$ cat config.mk
export PLATFORM = sky130hd
export DESIGN_NAME = ftc_div
export DESIGN_NICKNAME = d
export VERILOG_FILES = /design/src/design/ftc_pkg.sv /design/src/design/ftc_div.sv
export SDC_FILE = /design/constraint.sdc
export NUM_CORES = 2
export LEC_CHECK = 0
export BUFFER_PORTS_ARGS = -buffer_cell sky130_fd_sc_hd__buf_4
export CELL_PAD_IN_SITES_DETAIL_PLACEMENT = 0
export CELL_PAD_IN_SITES_GLOBAL_PLACEMENT = 1
export CORE_MARGIN = 10
export CORE_UTILIZATION = 39
export DETAILED_ROUTE_END_ITERATION = 16
export PLACE_DENSITY = 0.77
export SYNTH_ARGS = -nofsm -noshare
export SYNTH_HDL_FRONTEND = slang
export SYNTH_SLANG_ARGS = --single-unit
$ cat constraint.sdc
create_clock -name i_clk -period 21.1 [get_ports i_clk]
set_input_delay 4.22 -clock i_clk [delete_from_list [all_inputs] [get_ports i_clk]]
set_output_delay 4.22 -clock i_clk [all_outputs]
set_load 0.02 [all_outputs]
$ cat src/design/ftc_pkg.sv
// Shared types, constants and divisor tables for the frame-to-timecode block.
// Used by frame_to_timecode_unit, ftc_div, ftc_checker and the testbench; depends on nothing.
`timescale 1ns / 1ps
`default_nettype none

package ftc_pkg;

    localparam int FRAME_NUMBER_WIDTH = 28;

    // divider datapath widths: dividend, divisor, reciprocal, product
    localparam int DIV_XW = FRAME_NUMBER_WIDTH + 3;
    localparam int DIV_DW = 19;
    localparam int DIV_MW = DIV_XW - 4;
    localparam int DIV_PW = DIV_XW + DIV_MW;
    localparam longint unsigned DIV_ONE = 64'd1 << DIV_XW;

    localparam int HOURS_W = 12;
    localparam int FIELD_W = 6;
    localparam int R2_W    = 17;

    // register index (paddr bit 2)
    localparam logic REG_DFE  = 1'b0;
    localparam logic REG_RATE = 1'b1;

    localparam logic [3:0] RC_23976 = 4'd1;
    localparam logic [3:0] RC_24    = 4'd2;
    localparam logic [3:0] RC_25    = 4'd3;
    localparam logic [3:0] RC_2997  = 4'd4;
    localparam logic [3:0] RC_30    = 4'd5;
    localparam logic [3:0] RC_50    = 4'd6;
    localparam logic [3:0] RC_5994  = 4'd7;
    localparam logic [3:0] RC_60    = 4'd8;

    typedef enum logic [2:0] {
        FPS_24,
        FPS_25,
        FPS_30,
        FPS_50,
        FPS_60
    } t_fps;

    typedef struct packed {
        logic load_a;
        logic load_b;
    } t_div_en;

    // drop-frame arithmetic in 1/120 s units
    localparam logic [DIV_DW-1:0] DIV_DROP_HOUR   = DIV_DW'(431568);
    localparam logic [DIV_DW-1:0] DIV_DROP_TENMIN = DIV_DW'(71928);
    localparam logic [DIV_DW-1:0] DIV_DROP_MIN    = DIV_DW'(7192);
    localparam logic [DIV_DW-1:0] DIV_UNIT_SEC    = DIV_DW'(120);
    localparam logic [DIV_DW-1:0] DROP_UNITS      = DIV_DW'(8);

    localparam logic [DIV_MW-1:0] RCP_DROP_HOUR   = DIV_MW'(DIV_ONE / 64'd431568);
    localparam logic [DIV_MW-1:0] RCP_DROP_TENMIN = DIV_MW'(DIV_ONE / 64'd71928);
    localparam logic [DIV_MW-1:0] RCP_DROP_MIN    = DIV_MW'(DIV_ONE / 64'd7192);
    localparam logic [DIV_MW-1:0] RCP_UNIT_SEC    = DIV_MW'(DIV_ONE / 64'd120);

    function automatic logic [FIELD_W-1:0] fps_value(t_fps sel);
        case (sel)
            FPS_24:  fps_value = FIELD_W'(24);
            FPS_25:  fps_value = FIELD_W'(25);
            FPS_30:  fps_value = FIELD_W'(30);
            FPS_50:  fps_value = FIELD_W'(50);
            FPS_60:  fps_value = FIELD_W'(60);
            default: fps_value = FIELD_W'(24);
        endcase
    endfunction

    function automatic logic [DIV_MW-1:0] sec_rcp(t_fps sel);
        case (sel)
            FPS_24:  sec_rcp = DIV_MW'(DIV_ONE / 64'd24);
            FPS_25:  sec_rcp = DIV_MW'(DIV_ONE / 64'd25);
            FPS_30:  sec_rcp = DIV_MW'(DIV_ONE / 64'd30);
            FPS_50:  sec_rcp = DIV_MW'(DIV_ONE / 64'd50);
            FPS_60:  sec_rcp = DIV_MW'(DIV_ONE / 64'd60);
            default: sec_rcp = DIV_MW'(DIV_ONE / 64'd24);
        endcase
    endfunction

    function automatic logic [DIV_DW-1:0] min_div(t_fps sel);
        case (sel)
            FPS_24:  min_div = DIV_DW'(1440);
            FPS_25:  min_div = DIV_DW'(1500);
            FPS_30:  min_div = DIV_DW'(1800);
            FPS_50:  min_div = DIV_DW'(3000);
            FPS_60:  min_div = DIV_DW'(3600);
            default: min_div = DIV_DW'(1440);
        endcase
    endfunction

    function automatic logic [DIV_MW-1:0] min_rcp(t_fps sel);
        case (sel)
            FPS_24:  min_rcp = DIV_MW'(DIV_ONE / 64'd1440);
            FPS_25:  min_rcp = DIV_MW'(DIV_ONE / 64'd1500);
            FPS_30:  min_rcp = DIV_MW'(DIV_ONE / 64'd1800);
            FPS_50:  min_rcp = DIV_MW'(DIV_ONE / 64'd3000);
            FPS_60:  min_rcp = DIV_MW'(DIV_ONE / 64'd3600);
            default: min_rcp = DIV_MW'(DIV_ONE / 64'd1440);
        endcase
    endfunction

    function automatic logic [DIV_DW-1:0] hour_div(t_fps sel);
        case (sel)
            FPS_24:  hour_div = DIV_DW'(86400);
            FPS_25:  hour_div = DIV_DW'(90000);
            FPS_30:  hour_div = DIV_DW'(108000);
            FPS_50:  hour_div = DIV_DW'(180000);
            FPS_60:  hour_div = DIV_DW'(216000);
            default: hour_div = DIV_DW'(86400);
        endcase
    endfunction

    function automatic logic [DIV_MW-1:0] hour_rcp(t_fps sel);
        case (sel)
            FPS_24:  hour_rcp = DIV_MW'(DIV_ONE / 64'd86400);
            FPS_25:  hour_rcp = DIV_MW'(DIV_ONE / 64'd90000);
            FPS_30:  hour_rcp = DIV_MW'(DIV_ONE / 64'd108000);
            FPS_50:  hour_rcp = DIV_MW'(DIV_ONE / 64'd180000);
            FPS_60:  hour_rcp = DIV_MW'(DIV_ONE / 64'd216000);
            default: hour_rcp = DIV_MW'(DIV_ONE / 64'd86400);
        endcase
    endfunction

    // units per frame in drop-frame mode
    function automatic logic [2:0] drop_step(t_fps sel);
        case (sel)
            FPS_24:  drop_step = 3'd5;
            FPS_30:  drop_step = 3'd4;
            FPS_60:  drop_step = 3'd2;
            default: drop_step = 3'd4;
        endcase
    endfunction

    // r / k for r < 120, k in {2, 4, 5}
    function automatic logic [FIELD_W-1:0] step_div(logic [6:0] r, logic [2:0] k);
        logic [14:0] prod;
        prod = 15'(r) * 15'd205;
        case (k)
            3'd2:    step_div = FIELD_W'(r >> 1);
            3'd4:    step_div = FIELD_W'(r >> 2);
            3'd5:    step_div = FIELD_W'(prod >> 10);
            default: step_div = FIELD_W'(r >> 2);
        endcase
    endfunction

endpackage

`default_nettype wire

$ cat src/design/ftc_div.sv
// Two-stage divide by a selected constant: reciprocal multiply, then one correction step.
// Depends on ftc_pkg for widths and the enable struct.
`timescale 1ns / 1ps
`default_nettype none

module ftc_div (
    input  logic                         i_clk,
    input  ftc_pkg::t_div_en             i_en,
    input  logic [ftc_pkg::DIV_XW-1:0]   i_x,
    input  logic [ftc_pkg::DIV_DW-1:0]   i_d,
    input  logic [ftc_pkg::DIV_MW-1:0]   i_m,
    output logic [ftc_pkg::DIV_MW-1:0]   o_q,
    output logic [ftc_pkg::DIV_DW-1:0]   o_r
);

    logic [ftc_pkg::DIV_XW-1:0] r_x;
    logic [ftc_pkg::DIV_DW-1:0] r_d;
    logic [ftc_pkg::DIV_PW-1:0] r_prod;
    logic [ftc_pkg::DIV_PW-1:0] n_prod;

    logic [ftc_pkg::DIV_MW-1:0] r_q;
    logic [ftc_pkg::DIV_DW-1:0] r_r;
    logic [ftc_pkg::DIV_MW-1:0] n_q;
    logic [ftc_pkg::DIV_DW-1:0] n_r;

    logic [ftc_pkg::DIV_MW-1:0]                 w_qest;
    logic [ftc_pkg::DIV_MW+ftc_pkg::DIV_DW-1:0] w_qd;
    logic [ftc_pkg::DIV_XW-1:0]                 w_rest;
    logic                                       w_fix;

    assign n_prod = ftc_pkg::DIV_PW'(i_x) * ftc_pkg::DIV_PW'(i_m);

    always_ff @(posedge i_clk) begin
        if (i_en.load_a) begin
            r_x    <= i_x;
            r_d    <= i_d;
            r_prod <= n_prod;
        end
    end

    // estimate is exact or one low
    always_comb begin
        w_qest = r_prod[ftc_pkg::DIV_PW-1 -: ftc_pkg::DIV_MW];
        w_qd   = (ftc_pkg::DIV_MW + ftc_pkg::DIV_DW)'(w_qest) *
                 (ftc_pkg::DIV_MW + ftc_pkg::DIV_DW)'(r_d);
        w_rest = r_x - w_qd[ftc_pkg::DIV_XW-1:0];
        w_fix  = (w_rest >= ftc_pkg::DIV_XW'(r_d));
        n_q    = w_fix ? w_qest + ftc_pkg::DIV_MW'(1) : w_qest;
        n_r    = w_fix ? ftc_pkg::DIV_DW'(w_rest - ftc_pkg::DIV_XW'(r_d))
                       : ftc_pkg::DIV_DW'(w_rest);
    end

    always_ff @(posedge i_clk) begin
        if (i_en.load_b) begin
            r_q <= n_q;
            r_r <= n_r;
        end
    end

    assign o_q = r_q;
    assign o_r = r_r;

endmodule

`default_nettype wire

==> results.yml <==
yosys:
  synthTopCellsByArea: "fa_1, inv_1, ha_1, edfxtp_1, nand2_1"
  synth_top_area_share_pct: 48.8
  ys_ff_latch: 123
  netlist_instances: 4764
  yosys_warnings: 0
  synth_edf_count: 123
  synth_seq_area_share_pct: 8.39
  synth_ff_type: "edfxtp_1"
  syn-num-nets: 6213
  synth.distinct_cells: 70
  postSynthAreaPerCell_um2: 9.24
  syn_area_um2: 44000
  synth_most_common_cell: "inv_1"
  async_flop_share_pct: 0
  synth_commonest_cells: "inv_1, fa_1, nand2_1, and2_1, ha_1"
  synth_top_cell_by_area: "fa_1"
drt:
  firstDrtPassIters: 7
  route.final.wire_length_mm: 129
  vias: 31600
  ant_nets: 0
  drt_iter0_drc: 1806
  drc_errors: 0
  vias_per_cell: 5.09
  wl_per_cell_um: 20.8
worst_setup_path:
  critPathRequiredTime_ns: 21.34
  end_kind: "flip-flop"
  criticalPathCategory: "in -> reg"
  cp_max_fo: 31
  cp-start-kind: "input port"
  worstPathArrival_ns: 12.80
placement:
  place_congestion: 0.880
  io_buffer_count: 125
  hpwl_mm: 98.0
  place_area_um2: 46100
  placedCellCount: 6156
job:
  max-cap-violations: 0
hold_path:
  hold_class: "reg -> reg"
global_routing:
  grt_pass1_wl_mm: 205
  grtUsageTotal_pct: 21.0
  grt_max_degree: 59
  grt_pass1_vias: 35300
  gr-total-overflow: 0
  antenna_found_initial: 16
final_layout:
  final_layout_size_suffix_gt1_share_pct: 4.76
  stdcell_count: 6193
  area_delta_synth_final_pct: 6.06
  nNetsFinal: 6124
  final_cell_area_um2: 46700
timing:
  relSlewSlack_pct: 21.8
  fin_tns_setup_ns: 0
  period_minus_slack_ns: 12.56
  hold_viol: 0
  finalClockSkew_ns: 0.0188
  whs_ns: 0.772
  max_freq_mhz: 79.6
  maxSlewViolCount: 0
  setup_viol: 0
  tightest_slew_ns: 1.17
  rsz0062_at_grt: "false"
  fin_crit_sh_pct: 59.5
clock_tree:
  clockRootBuffer: "clkbuf_16"
  clkSlewWorstSetupHoldPaths_ns: 0.08
  postCtsResizedCells: 0
  cts_tree: "built"
  postCtsSetupBuffers: 0
  cts_made_buffers: 17
  clock_path_buffers: 2
  cts.sinks: 123
  h-tree-depth: 4
  clock_latency_ns: 0.48
  cts_hold_buf: 0
floorplanning:
  pin_count: 126
  initial_core_util_pct: 39.2
  core-area_um2: 112000
  fp-row-count: 123
  die_h_um: 356
  dieArea_um2: 127000
  die-width_um: 356
status:
  status: "finished, final reports clean"
## metrics by stage
step | util [%] | worst slack [ns]
3_5_place_dp | 41.0 | 7.96
4_1_cts | 41.5 | 8.47
2_1_floorplan | - | 9.83
5_1_grt | 41.6 | 7.99
3_3_place_gp | 41.0 | 8.06
6_report | 41.6 | 8.54
## flip-flops by register name, summed over array words and instances, names as in the netlist
register,count
r_x,31
r_d,19
r_prod,27
o_r,19
o_q,27
## cells in the final DEF, fill, tap and decap left out, types with 10 or more instances in the layout
cell type     n
nand4_1      21
edfxtp_1    123
ha_1        296
clkbuf_16    17
and2_1      385
a21oi_1      83
fa_1       1073
buf_4       161
xnor2_1      70
a21o_1       40
nand2_1     910
nand3_1      27
o21bai_1     13
a211oi_1     12
o21a_1       10
mux2_4       18
nor3_1       27
inv_1      1126
and3_1       23
xor2_1       50
o21ai_0      28
nor2_1       52
## critical path: stages
cell and delay, ns:
buf_4 0.40, nand2_1 0.16, fa_1 0.58, inv_1 0.06, fa_1 0.52, fa_1 0.57, inv_1 0.06, fa_1 0.49
fa_1 0.52, fa_1 0.59, inv_1 0.08, fa_1 0.44, ha_1 0.31, nand4_1 0.38, nor2_1 0.27, o21ai_0 0.10
a21oi_1 0.58, o211ai_1 0.44, o31ai_1 0.65, a41oi_1 0.40, o311ai_0 0.63, a21oi_1 0.16, xnor2_1 0.15
## cells by family after synthesis
kind of cell | Yosys count | synth area share, %
adders and majority gates | 1369 | 57.2
DFF | 123 | 8.39
buffers and inverters | 1396 | 12.0
muxes | 24 | 0.759
AOI/OAI and AO/OA | 252 | 3.79
and+or+nand+nor | 1479 | 15.5
xor gates and xnor gates | 121 | 2.41
## layer usage
metal	track usage (%)	up-vias	share of wire, %
met3	4.41	229	7.8
met5	0	-	0.087
met2	35.6	1164	49
met4	6.86	18	3.1
met1	26.4	16400	40
li1	-	13700	-
## layout make-up
type | count | area [um2]
diodes | 5 | 12.5
clock buffers | 17 | 425
clock inverters | 15 | 169
fillers | 11100 | 65700
inverters | 1127 | 4230
multi-input cells | 3245 | 35100
flip-flops and latches | 123 | 3690
well taps | 1500 | 1880
repair buffers | 161 | 1210
## final timing paths
| kind | endpoint | cells after the start | start | slack [ns] |
|---|---|---|---|---|
| min | o_r[0] | 2 | r_x[1] | 0.77 |
| min reg2reg | o_r[0] | 2 | r_x[1] | 0.77 |
| max reg2reg | o_q[1] | 30 | r_prod[33] | 10.51 |
| max | r_prod[54] | 23 | i_m[3] | 8.54 |
Power is not shown: default switching activity piles up to over one toggle a cycle in this logic, so the estimate is an artifact.
